### src/hdl/policy_selectable_job_queue_defines.svh
// Assertion macros for the policy-selectable job queue.
// Included by the top level; no other dependencies.
`ifndef POLICY_SELECTABLE_JOB_QUEUE_DEFINES_SVH
`define POLICY_SELECTABLE_JOB_QUEUE_DEFINES_SVH

`ifndef SYNTHESIS
// Same-cycle implication, checked on clk and disabled while rst_n is low.
`define PSJQ_ASSERT_NOW(lbl, ante, cons, msg) \
  lbl: assert property (@(posedge clk) disable iff (!rst_n) (ante) |-> (cons)) \
    else $error(msg);
// Next-cycle implication.
`define PSJQ_ASSERT_NEXT(lbl, ante, cons, msg) \
  lbl: assert property (@(posedge clk) disable iff (!rst_n) (ante) |=> (cons)) \
    else $error(msg);
`else
`define PSJQ_ASSERT_NOW(lbl, ante, cons, msg)
`define PSJQ_ASSERT_NEXT(lbl, ante, cons, msg)
`endif

`endif

### src/hdl/psjq_pkg.sv
// Shared types, widths and codes for the policy-selectable job queue.
// No dependencies.
`timescale 1ns / 1ps

package psjq_pkg;

  localparam int QUEUE_DEPTH = 64;
  localparam int IDX_W       = $clog2(QUEUE_DEPTH);
  localparam int CNT_W       = $clog2(QUEUE_DEPTH + 1);

  localparam int TAG_W  = 8;
  localparam int ARR_W  = 32;
  localparam int EXP_W  = 16;
  localparam int PRI_W  = 8;
  localparam int QCNT_W = 7;
  localparam int TOT_W  = 16;
  localparam int POL_W  = 2;
  localparam int KEY_W  = 32;

  // Keys below this rank after every key at or above it.
  localparam int KEY_FLOOR = 1;

  localparam logic KIND_SUBMIT   = 1'b0;
  localparam logic KIND_DISPATCH = 1'b1;

  localparam logic [POL_W-1:0] POL_FCFS = 2'd0;
  localparam logic [POL_W-1:0] POL_SJF  = 2'd1;
  localparam logic [POL_W-1:0] POL_PRIO = 2'd2;

  typedef struct packed {
    logic [TAG_W-1:0] tag;
    logic [ARR_W-1:0] arrival;
    logic [EXP_W-1:0] runtime;
    logic [PRI_W-1:0] prio;
  } slot_entry_t;

  // Lexicographic rank, smaller is served first.
  typedef struct packed {
    logic             late;
    logic [KEY_W-1:0] key;
    logic [ARR_W-1:0] arrival;
  } rank_t;

  typedef enum logic [2:0] {
    ST_IDLE,
    ST_SUB_SCAN,
    ST_DSP_SCAN,
    ST_DSP_LAST,
    ST_DSP_COMMIT,
    ST_FINISH
  } psjq_state_t;

endpackage

### src/hdl/psjq_if.sv
// Valid/ready channel interfaces for job items and result items.
// Depends on psjq_pkg.
`timescale 1ns / 1ps

interface psjq_in_if import psjq_pkg::*; ();
  logic             valid;
  logic             ready;
  logic             kind;
  logic [TAG_W-1:0] job_tag;
  logic [ARR_W-1:0] arrival_stamp;
  logic [EXP_W-1:0] expected_time;
  logic [PRI_W-1:0] job_priority;

  modport source (output valid, kind, job_tag, arrival_stamp, expected_time, job_priority,
                  input ready);
  modport sink   (input valid, kind, job_tag, arrival_stamp, expected_time, job_priority,
                  output ready);
endinterface

interface psjq_out_if import psjq_pkg::*; ();
  logic              valid;
  logic              ready;
  logic              accepted;
  logic              dispatch_valid;
  logic [TAG_W-1:0]  out_tag;
  logic [EXP_W-1:0]  out_expected;
  logic [PRI_W-1:0]  out_priority;
  logic [QCNT_W-1:0] queue_count;
  logic [TOT_W-1:0]  submitted_total;

  modport source (output valid, accepted, dispatch_valid, out_tag, out_expected,
                  out_priority, queue_count, submitted_total, input ready);
  modport sink   (input valid, accepted, dispatch_valid, out_tag, out_expected,
                  out_priority, queue_count, submitted_total, output ready);
endinterface

### src/hdl/psjq_rank_unit.sv
// Rank former and comparator shared by every step of the dispatch scan.
// Depends on psjq_pkg.
`timescale 1ns / 1ps

module psjq_rank_unit import psjq_pkg::*; (
  input  logic [POL_W-1:0] policy,
  input  slot_entry_t      cand,
  input  rank_t            best,
  output rank_t            cand_rank,
  output logic             better
);

  logic [KEY_W-1:0] key;

  always_comb begin
    case (policy)
      POL_FCFS: key = KEY_W'(cand.arrival);
      POL_SJF:  key = KEY_W'(cand.runtime);
      POL_PRIO: key = KEY_W'(cand.prio);
      default:  key = KEY_W'(cand.arrival);
    endcase
  end

  // Zero keys go to the back; equal keys fall back on arrival.
  assign cand_rank.late    = (key < KEY_W'(KEY_FLOOR));
  assign cand_rank.key     = key;
  assign cand_rank.arrival = cand.arrival;

  // Strict compare: on a full tie the earlier slot, already held, stays.
  assign better = (cand_rank < best);

endmodule

### src/hdl/policy_selectable_job_queue.sv
// Top level of the policy-selectable job queue: slot memory, sequencer, result register.
// Depends on psjq_pkg, psjq_if, psjq_rank_unit and policy_selectable_job_queue_defines.svh.
//
// Holds up to QUEUE_DEPTH jobs (64) in a single-port slot memory with one valid flip-flop
// per slot. A submit beat stores the job in the lowest free slot and returns accepted = 1,
// or accepted = 0 at once when the table is full. A dispatch beat walks every slot, one per
// cycle, through one rank comparator and removes the best job under order_policy
// (0 earliest arrival, 1 shortest run time, 2 lowest priority number, 3 as 0); a zero key
// ranks last and ties go to the earlier arrival, then the lower slot. Every input beat gives
// exactly one result beat. Timing: one item is worked on at a time and in_ch.ready is high
// only while idle. A dispatch runs from acceptance through the slot scan, a last compare
// for the registered memory read, a commit and the result load, and the next beat is taken
// once the result is loaded and the sequencer is back in idle. A submit probes the slots
// from slot 0 up to the first free one before its result load; a refused submit or a
// dispatch on an empty queue goes straight to the result load. The result sits in an output
// register, so a stalled sink holds only the next item's result load, not the scan.
// order_policy is written through cfg_we / cfg_data and must only change while idle.
`timescale 1ns / 1ps
`include "policy_selectable_job_queue_defines.svh"

module policy_selectable_job_queue import psjq_pkg::*; (
  input  logic             clk,
  input  logic             rst_n,
  input  logic             cfg_we,
  input  logic [POL_W-1:0] cfg_data,
  psjq_in_if.sink          in_ch,
  psjq_out_if.source       out_ch
);

  // Sequencer state and decoded controls.
  psjq_state_t state_r, state_nxt;
  logic in_ready_c, scan_rd_c, sub_probe_c, sub_hit_c, dsp_cmp_c, dsp_commit_c, fin_c;
  logic in_beat, out_free;

  // Control registers.
  logic [POL_W-1:0]       policy_r;
  logic [QUEUE_DEPTH-1:0] valid_r;
  logic [CNT_W-1:0]       count_r;
  logic [TOT_W-1:0]       submitted_r;
  logic [IDX_W-1:0]       cnt_r;
  logic                   rd_live_r;
  logic                   best_found_r;
  logic                   res_acc_r;
  logic                   res_dv_r;
  logic                   out_valid_r;

  // Payload registers.
  slot_entry_t            slot_mem_r [QUEUE_DEPTH];
  slot_entry_t            job_r;
  slot_entry_t            rd_data_r;
  logic [IDX_W-1:0]       rd_idx_r;
  rank_t                  best_rank_r;
  logic [IDX_W-1:0]       best_idx_r;
  slot_entry_t            best_job_r;
  logic                   out_acc_r;
  logic                   out_dv_r;
  logic [TAG_W-1:0]       out_tag_r;
  logic [EXP_W-1:0]       out_exp_r;
  logic [PRI_W-1:0]       out_pri_r;
  logic [QCNT_W-1:0]      out_qcnt_r;
  logic [TOT_W-1:0]       out_tot_r;

  rank_t cand_rank;
  logic  cand_better;
  logic  take_cand;
  logic  q_full, q_empty, scan_end;

  assign q_full   = (count_r == CNT_W'(QUEUE_DEPTH));
  assign q_empty  = (count_r == '0);
  assign scan_end = (cnt_r == IDX_W'(QUEUE_DEPTH - 1));
  assign in_beat  = in_ch.valid && in_ready_c;
  assign out_free = !out_valid_r || out_ch.ready;

  // ---------------------------------------------------------------- next state
  always_comb begin
    state_nxt = state_r;
    case (state_r)
      ST_IDLE: begin
        if (in_beat) begin
          if (in_ch.kind == KIND_DISPATCH) begin
            state_nxt = q_empty ? ST_FINISH : ST_DSP_SCAN;
          end else begin
            state_nxt = q_full ? ST_FINISH : ST_SUB_SCAN;
          end
        end
      end
      ST_SUB_SCAN: begin
        if (!valid_r[cnt_r]) state_nxt = ST_FINISH;
      end
      ST_DSP_SCAN: begin
        if (scan_end) state_nxt = ST_DSP_LAST;
      end
      ST_DSP_LAST:   state_nxt = ST_DSP_COMMIT;
      ST_DSP_COMMIT: state_nxt = ST_FINISH;
      ST_FINISH: begin
        if (out_free) state_nxt = ST_IDLE;
      end
      default: state_nxt = ST_IDLE;
    endcase
  end

  // ---------------------------------------------------------------- decoded controls
  always_comb begin
    in_ready_c   = 1'b0;
    scan_rd_c    = 1'b0;
    sub_probe_c  = 1'b0;
    dsp_cmp_c    = 1'b0;
    dsp_commit_c = 1'b0;
    fin_c        = 1'b0;
    case (state_r)
      ST_IDLE:       in_ready_c   = 1'b1;
      ST_SUB_SCAN:   sub_probe_c  = 1'b1;
      ST_DSP_SCAN: begin
        scan_rd_c = 1'b1;
        dsp_cmp_c = 1'b1;
      end
      ST_DSP_LAST:   dsp_cmp_c    = 1'b1;
      ST_DSP_COMMIT: dsp_commit_c = 1'b1;
      ST_FINISH:     fin_c        = out_free;
      default:       in_ready_c   = 1'b0;
    endcase
  end

  // Probe hits the first free slot; a free slot is sure to exist once here.
  assign sub_hit_c = sub_probe_c && !valid_r[cnt_r];

  // ---------------------------------------------------------------- shared comparator
  psjq_rank_unit u_rank (
    .policy    (policy_r),
    .cand      (rd_data_r),
    .best      (best_rank_r),
    .cand_rank (cand_rank),
    .better    (cand_better)
  );

  // Take the beat read last cycle if its slot is live and it ranks first so far.
  assign take_cand = dsp_cmp_c && rd_live_r && (!best_found_r || cand_better);

  // ---------------------------------------------------------------- control registers
  always_ff @(posedge clk) begin
    if (!rst_n) begin
      state_r      <= ST_IDLE;
      policy_r     <= POL_FCFS;
      valid_r      <= '0;
      count_r      <= '0;
      submitted_r  <= '0;
      cnt_r        <= '0;
      rd_live_r    <= 1'b0;
      best_found_r <= 1'b0;
      res_acc_r    <= 1'b0;
      res_dv_r     <= 1'b0;
      out_valid_r  <= 1'b0;
    end else begin
      state_r   <= state_nxt;
      rd_live_r <= scan_rd_c && valid_r[cnt_r];

      if (cfg_we) policy_r <= cfg_data;

      // Restart the walk and drop the previous item's outcome on a new beat.
      if (in_beat) begin
        cnt_r        <= '0;
        best_found_r <= 1'b0;
        res_acc_r    <= 1'b0;
        res_dv_r     <= 1'b0;
      end else if (scan_rd_c || (sub_probe_c && !sub_hit_c)) begin
        cnt_r <= cnt_r + 1'b1;
      end

      if (take_cand) best_found_r <= 1'b1;

      if (sub_hit_c) begin
        valid_r[cnt_r] <= 1'b1;
        count_r        <= count_r + 1'b1;
        submitted_r    <= submitted_r + 1'b1;
        res_acc_r      <= 1'b1;
      end

      if (dsp_commit_c && best_found_r) begin
        valid_r[best_idx_r] <= 1'b0;
        count_r             <= count_r - 1'b1;
        res_dv_r            <= 1'b1;
      end

      // Output register: load on finish, drop once the sink takes the beat.
      if (fin_c) begin
        out_valid_r <= 1'b1;
      end else if (out_ch.ready) begin
        out_valid_r <= 1'b0;
      end
    end
  end

  // ---------------------------------------------------------------- slot memory
  always_ff @(posedge clk) begin
    if (sub_hit_c) slot_mem_r[cnt_r] <= job_r;
    rd_data_r <= slot_mem_r[cnt_r];
  end

  // ---------------------------------------------------------------- payload registers
  always_ff @(posedge clk) begin
    if (in_beat) begin
      job_r.tag     <= in_ch.job_tag;
      job_r.arrival <= in_ch.arrival_stamp;
      job_r.runtime <= in_ch.expected_time;
      job_r.prio    <= in_ch.job_priority;
    end

    rd_idx_r <= cnt_r;

    if (take_cand) begin
      best_rank_r <= cand_rank;
      best_idx_r  <= rd_idx_r;
      best_job_r  <= rd_data_r;
    end

    // Job fields mean something only for a dispatch that found a job.
    if (fin_c) begin
      out_acc_r  <= res_acc_r;
      out_dv_r   <= res_dv_r;
      out_tag_r  <= res_dv_r ? best_job_r.tag     : '0;
      out_exp_r  <= res_dv_r ? best_job_r.runtime : '0;
      out_pri_r  <= res_dv_r ? best_job_r.prio    : '0;
      out_qcnt_r <= QCNT_W'(count_r);
      out_tot_r  <= submitted_r;
    end
  end

  // ---------------------------------------------------------------- ports
  assign in_ch.ready            = in_ready_c;
  assign out_ch.valid           = out_valid_r;
  assign out_ch.accepted        = out_acc_r;
  assign out_ch.dispatch_valid  = out_dv_r;
  assign out_ch.out_tag         = out_tag_r;
  assign out_ch.out_expected    = out_exp_r;
  assign out_ch.out_priority    = out_pri_r;
  assign out_ch.queue_count     = out_qcnt_r;
  assign out_ch.submitted_total = out_tot_r;

  // ---------------------------------------------------------------- assertions
  `PSJQ_ASSERT_NOW(a_count_tracks_valid, 1'b1, $countones(valid_r) == count_r, "job count disagrees with valid slots")
  `PSJQ_ASSERT_NOW(a_count_bounded, 1'b1, count_r <= CNT_W'(QUEUE_DEPTH), "job count above table depth")
  `PSJQ_ASSERT_NEXT(a_commit_frees_slot, dsp_commit_c && best_found_r, !valid_r[$past(best_idx_r)], "dispatched slot still valid")
  `PSJQ_ASSERT_NOW(a_one_outcome, out_valid_r, !(out_acc_r && out_dv_r), "result both accepted and dispatched")

endmodule
### src/flat_wrapper.sv
// flat-port wrapper written by rule: the top's interface ports become plain ports
module policy_selectable_job_queue_flat import psjq_pkg::*;
  (clk, rst_n, cfg_we, cfg_data, in_ch_valid, in_ch_kind, in_ch_job_tag, in_ch_arrival_stamp, in_ch_expected_time, in_ch_job_priority, in_ch_ready, out_ch_valid, out_ch_accepted, out_ch_dispatch_valid, out_ch_out_tag, out_ch_out_expected, out_ch_out_priority, out_ch_queue_count, out_ch_submitted_total, out_ch_ready);
  psjq_in_if in_ch_i ();
  psjq_out_if out_ch_i ();
  input  logic clk;
  input  logic rst_n;
  input  logic cfg_we;
  input  logic [POL_W-1:0] cfg_data;
  input wire logic [$bits(in_ch_i.valid)-1:0] in_ch_valid;
  input wire logic [$bits(in_ch_i.kind)-1:0] in_ch_kind;
  input wire logic [$bits(in_ch_i.job_tag)-1:0] in_ch_job_tag;
  input wire logic [$bits(in_ch_i.arrival_stamp)-1:0] in_ch_arrival_stamp;
  input wire logic [$bits(in_ch_i.expected_time)-1:0] in_ch_expected_time;
  input wire logic [$bits(in_ch_i.job_priority)-1:0] in_ch_job_priority;
  output wire logic [$bits(in_ch_i.ready)-1:0] in_ch_ready;
  output wire logic [$bits(out_ch_i.valid)-1:0] out_ch_valid;
  output wire logic [$bits(out_ch_i.accepted)-1:0] out_ch_accepted;
  output wire logic [$bits(out_ch_i.dispatch_valid)-1:0] out_ch_dispatch_valid;
  output wire logic [$bits(out_ch_i.out_tag)-1:0] out_ch_out_tag;
  output wire logic [$bits(out_ch_i.out_expected)-1:0] out_ch_out_expected;
  output wire logic [$bits(out_ch_i.out_priority)-1:0] out_ch_out_priority;
  output wire logic [$bits(out_ch_i.queue_count)-1:0] out_ch_queue_count;
  output wire logic [$bits(out_ch_i.submitted_total)-1:0] out_ch_submitted_total;
  input wire logic [$bits(out_ch_i.ready)-1:0] out_ch_ready;
  assign in_ch_i.valid = in_ch_valid;
  assign in_ch_i.kind = in_ch_kind;
  assign in_ch_i.job_tag = in_ch_job_tag;
  assign in_ch_i.arrival_stamp = in_ch_arrival_stamp;
  assign in_ch_i.expected_time = in_ch_expected_time;
  assign in_ch_i.job_priority = in_ch_job_priority;
  assign in_ch_ready = in_ch_i.ready;
  assign out_ch_valid = out_ch_i.valid;
  assign out_ch_accepted = out_ch_i.accepted;
  assign out_ch_dispatch_valid = out_ch_i.dispatch_valid;
  assign out_ch_out_tag = out_ch_i.out_tag;
  assign out_ch_out_expected = out_ch_i.out_expected;
  assign out_ch_out_priority = out_ch_i.out_priority;
  assign out_ch_queue_count = out_ch_i.queue_count;
  assign out_ch_submitted_total = out_ch_i.submitted_total;
  assign out_ch_i.ready = out_ch_ready;
  policy_selectable_job_queue u_core (.clk(clk), .rst_n(rst_n), .cfg_we(cfg_we), .cfg_data(cfg_data), .in_ch(in_ch_i), .out_ch(out_ch_i));
endmodule
### config.mk
export PLATFORM = sky130hd
export DESIGN_NAME = policy_selectable_job_queue_flat
export DESIGN_NICKNAME = d
export VERILOG_FILES = /design/src/hdl/psjq_pkg.sv /design/src/hdl/psjq_if.sv /design/src/hdl/psjq_rank_unit.sv /design/src/hdl/policy_selectable_job_queue.sv /design/src/flat_wrapper.sv
export VERILOG_INCLUDE_DIRS = /design/src /design/src/hdl
export SDC_FILE = /design/constraint.sdc
export NUM_CORES = 2
export LEC_CHECK = 0
export ABC_AREA = 1
export BUFFER_PORTS_ARGS = -buffer_cell sky130_fd_sc_hd__buf_2
export CAP_MARGIN = 30
export CORE_MARGIN = 10
export CORE_UTILIZATION = 28
export CTS_BUF_LIST = sky130_fd_sc_hd__clkbuf_16
export CTS_CLUSTER_SIZE = 20
export DETAILED_ROUTE_END_ITERATION = 10
export PLACE_DENSITY = 0.42
export SLEW_MARGIN = 20
export SYNTH_ARGS = -nofsm -noshare
export SYNTH_HDL_FRONTEND = slang
export SYNTH_HIERARCHICAL = 1
export SYNTH_SLANG_ARGS = --single-unit
### constraint.sdc
create_clock -name clk -period 6 [get_ports clk]
set_input_delay 1.2 -clock clk [delete_from_list [all_inputs] [get_ports clk]]
set_output_delay 1.2 -clock clk [all_outputs]
set_load 0.05 [all_outputs]
==> results.md <==
* Outcome: finished, final reports clean
* RR Endpoint: u_core/best_rank_r[19]$_DFFE_PP_
* Placed cell area at roughly 180000 um^2
* Via Count at 101k
* P&R area growth vs syn at 16.5%
* R2R depth at 19
* GRT Util Overall at 0.190
* GPL Wtd Cong at 0.786
* CTS Buf Count at 479
* Top cell by count, worst path: nor2_1
* Detailed placer's ending HPWL at roughly 340000 um
* Synthesized Nets at 11.6k
* RSZ-0062 raised after global routing: no
* DP Cell Count at 19.4k
* Remaining antenna violation count at 0
* Number of gates resized after CTS at 0
* EDFF count, synth at 4320
* Routed length per instance at 30.8 um
* Post-CTS Setup Repair Bufs at 0
* Area of the die at 630000 um^2
* Hold path endpoint: u_core/job_r[52]$_DFFE_PP_
* Vias per inst at around 5.0
* Drt pass-1 iters at 6
* Endpoints failing hold at 0
* Worst path arrival time at about 5600 ps
* Largest family of logic cells by synthesized area: simple AND/OR/NAND/NOR gates
* Cell Area, Synth at 168000 um^2
* Port buffer count at 130
* Clock Path Buffers at 4
* Largest net degree at the start of global routing at 102
* Initial core utilization at 0.281
* Die H at 794 um
* Worst min-delay path class: in -> reg
* Endpoints failing setup at 0
* GRT Residual Overflow at 0
* XOR/XNOR Fraction of Synth Area at 0.000732
* Critical R2R Launch: u_core/policy_r[0]$_SDFFE_PN0P_
* Adder-cell area share of the yosys netlist at 0.00515
* Crit Path Class: reg -> reg
* Post-synth top flop: edfxtp_1
* Core Footprint at 597000 um^2
* Final period utilization at 0.818
* CP Launch Type: register
* Worst ir drop on vdd at 287 uV
* Post-Layout Cell Count at 20.3k
* CTS tree: done
* Hold path startpoint: in_ch_arrival_stamp[28]
* Post-Route WL at 626000 um
* Standard-cell rows at 284
* Number of max-cap violations at 0
* Clock-pin transition on the worst setup and hold timing paths at 60 ps
* CTS Hold Bufs at 0
* Simple-Gate Fraction of Synth Area at 0.103
* Mapped Avg Cell Area at 14.6 um^2
* Lkg Pwr at 66.1 nW
* Buf/Inv on CP at 2
* Vias in the first global route at between 90k and 100k
* Crit-path leading delay family: simple AND/OR/NAND/NOR gates
* Slew margin rel. at 0.219
* Fin nets at 12.0k
* Ys Warns at 6
* Post-synthesis mux area share at 0
* Seq/Total Area, Yosys at 0.795
* Crit path max fanout at a little over 50
* Worst-Margin Slew at around 1200 ps
* Synthesized flop and latch total at 4493
* Post-synthesis async set-or-reset flop share at 0
* Clock Tree Root: clkbuf_16
* Fillers at approximately 59k
* Critical Path RT at 6720 ps
* Pwr Density at 384 nW/um^2
* Netlist cell types at 50
* CTS H-tree depth at 5
* Clk_lat worst skew at 1070 ps
* Clk_skew at 110 ps
* Drt drc at 0
* Post-synthesis compound-gate area fraction at 0.0686
* CP max stage cell: o2111a_4
* Layout cell share with drive strength beyond 1 at 0.0982
* Slew Viols, Final at 0
* WHS Path Cells at 1
* Cell breakdown of the critical path: inv_1 -> ha_2 -> nor2_1 -> nand2_1 -> o211ai_1 -> nor4_1 -> nand2_1 -> nor2_1 -> ha_1 -> nand2_1 -> nor2_1 -> and2_1 -> nand3_1 -> nor2_1 -> nand2_1 -> nand3_1 -> nor2_1 -> o2111a_4 -> buf_4
* CP Capture Type: register
* Global-route wire length before repair at between 800000 and 900000 um
* Design Area, Final at 195000 um^2
* Die width at 794 um
* Maximum clock frequency at 204 MHz
* Mapped Cells at 11.5k
* Final min period at slightly below 5000 ps
* Antenna violations before repair at just under 60
* Worst reg2reg setup slack at 1090 ps
* Clock sinks at 4493
* Io pins at 131
* Largest stage delay, worst path at 830 ps
* DRT iter0 DRCs at 11.4k
flip-flops by register name, indices dropped and copies added (netlist names), 2 cells and up:
| register | cells |
|---|---|
| u_core/best_idx_r | 6 |
| u_core/best_job_r | 32 |
| u_core/best_rank_r | 65 |
| u_core/cnt_r | 6 |
| u_core/count_r | 7 |
| u_core/job_r | 64 |
| u_core/out_ch.out_expected | 16 |
| u_core/out_ch.out_priority | 8 |
| u_core/out_ch.out_tag | 8 |
| u_core/out_ch.queue_count | 7 |
| u_core/out_ch.submitted_total | 16 |
| u_core/policy_r | 2 |
| u_core/rd_data_r | 64 |
| u_core/rd_idx_r | 6 |
| u_core/slot_mem_r | 4096 |
| u_core/state_r | 3 |
| u_core/submitted_r | 16 |
| u_core/valid_r | 64 |
where the power goes:
part / switching (mW) / total [mW] / internal, mW
clock: 12.8 / 28.4 / 15.6
sequential: 0.421 / 37.6 / 37.1
combinational: 7.18 / 9.01 / 1.82
how the worst max path moves through the flow:
stage               cells past startpoint                                 end  slack [ps]                             from
finish                                 19    u_core/best_rank_r[19]$_DFFE_PP_        1090  u_core/policy_r[0]$_SDFFE_PN0P_
global route                           19    u_core/best_rank_r[60]$_DFFE_PP_         700  u_core/policy_r[0]$_SDFFE_PN0P_
CTS                                    19    u_core/best_rank_r[61]$_DFFE_PP_        1080  u_core/policy_r[0]$_SDFFE_PN0P_
detailed placement                     19    u_core/best_rank_r[16]$_DFFE_PP_        1060  u_core/policy_r[0]$_SDFFE_PN0P_
global placement                       21    u_core/best_rank_r[58]$_DFFE_PP_        1030  u_core/policy_r[0]$_SDFFE_PN0P_
floorplan                              12  u_core/slot_mem_r[41][0]$_DFFE_PP_        -540     u_core/cnt_r[0]$_SDFFE_PP0P_
cells in the mapped netlist (4+ instances only):
| library cell | count | area, um^2 |
|---|---|---|
| edfxtp_1 | 4320 | 130000 |
| nand2_1 | 3257 | 12200 |
| inv_1 | 544 | 2040 |
| a22oi_1 | 514 | 3860 |
| nand4_1 | 354 | 2210 |
| a221oi_1 | 346 | 3030 |
| nor2_1 | 322 | 1210 |
| clkbuf_1 | 299 | 1120 |
| o21ai_0 | 239 | 1200 |
| nand3_1 | 224 | 1120 |
| a21oi_1 | 202 | 1010 |
| buf_2 | 181 | 906 |
| dfxtp_1 | 173 | 3460 |
| a22o_1 | 136 | 1190 |
| ha_1 | 69 | 863 |
| o31ai_1 | 53 | 398 |
| buf_1 | 50 | 188 |
| buf_4 | 38 | 285 |
| o211ai_1 | 32 | 240 |
| o2111ai_1 | 26 | 228 |
| nor3_1 | 15 | 75.1 |
| o2111a_1 | 12 | 135 |
| xor2_1 | 11 | 96.3 |
| o21ai_1 | 10 | 50.1 |
| nor2_8 | 9 | 180 |
| a21o_1 | 8 | 60.1 |
| buf_6 | 7 | 78.8 |
| nor2_2 | 6 | 37.5 |
| nor3_2 | 6 | 60.1 |
| inv_2 | 5 | 18.8 |
| a211oi_1 | 4 | 30.0 |
cell type report:
class | instances | area [um^2] | share of cell area
Inverter | 549 | 2440 | 0.0125
Clock inverter | 407 | 2870 | 0.0147
Sequential cell | 4493 | 133000 | 0.682
Multi-Input combinational cell | 5886 | 29900 | 0.153
Tap cell | 8008 | 10000 | 0.0513
Clock buffer | 480 | 12000 | 0.0615
Antenna cell | 9 | 22.5 | 0.000115
Timing Repair Buffer | 478 | 4730 | 0.0242
per-stage QoR:
step	worst slack (ps)	hold slack (ps)	power [mW]	setup TNS [ps]	util
2_1_floorplan	-545	326	42.7	-69730	-
3_3_place_gp	1030	389	47.3	0	0.301
3_5_place_dp	1060	390	47.3	0	0.302
4_1_cts	1080	205	75.6	0	0.327
5_1_grt	702	257	77.4	0	0.327
6_report	1090	308	74.9	0	0.327
routing by layer:
layer	routed length, um	GRT usage
met5	21	0
met1	285000	0.276
met3	40200	0.0254
met2	287000	0.303
met4	14400	0.0416
cells by family after synthesis:
kind of cell               after synthesis
buffers and inverters                 1125
AOI/OAI and AO/OA                     1591
adders and majority gates               69
xor gates and xnor gates                14
DFF                                   4493
and+or+nand+nor                       4212
cells in the final DEF (no fill, tap or decap), types with 31 or more instances in the layout:
cell type     n
edfxtp_1   4320
nand2_1    3253
inv_1       609
a22oi_1     514
clkbuf_16   480
nand4_1     354
a221oi_1    346
nor2_1      313
o21ai_0     239
buf_4       237
nand3_1     224
a21oi_1     202
dfxtp_1     172
clkinv_1    147
a22o_1      136
buf_2       130
buf_12       99
ha_1         68
clkinv_2     67
o31ai_1      53
inv_6        33
o211ai_1     32
inv_8        31
Power figures use the tool's default switching activity.
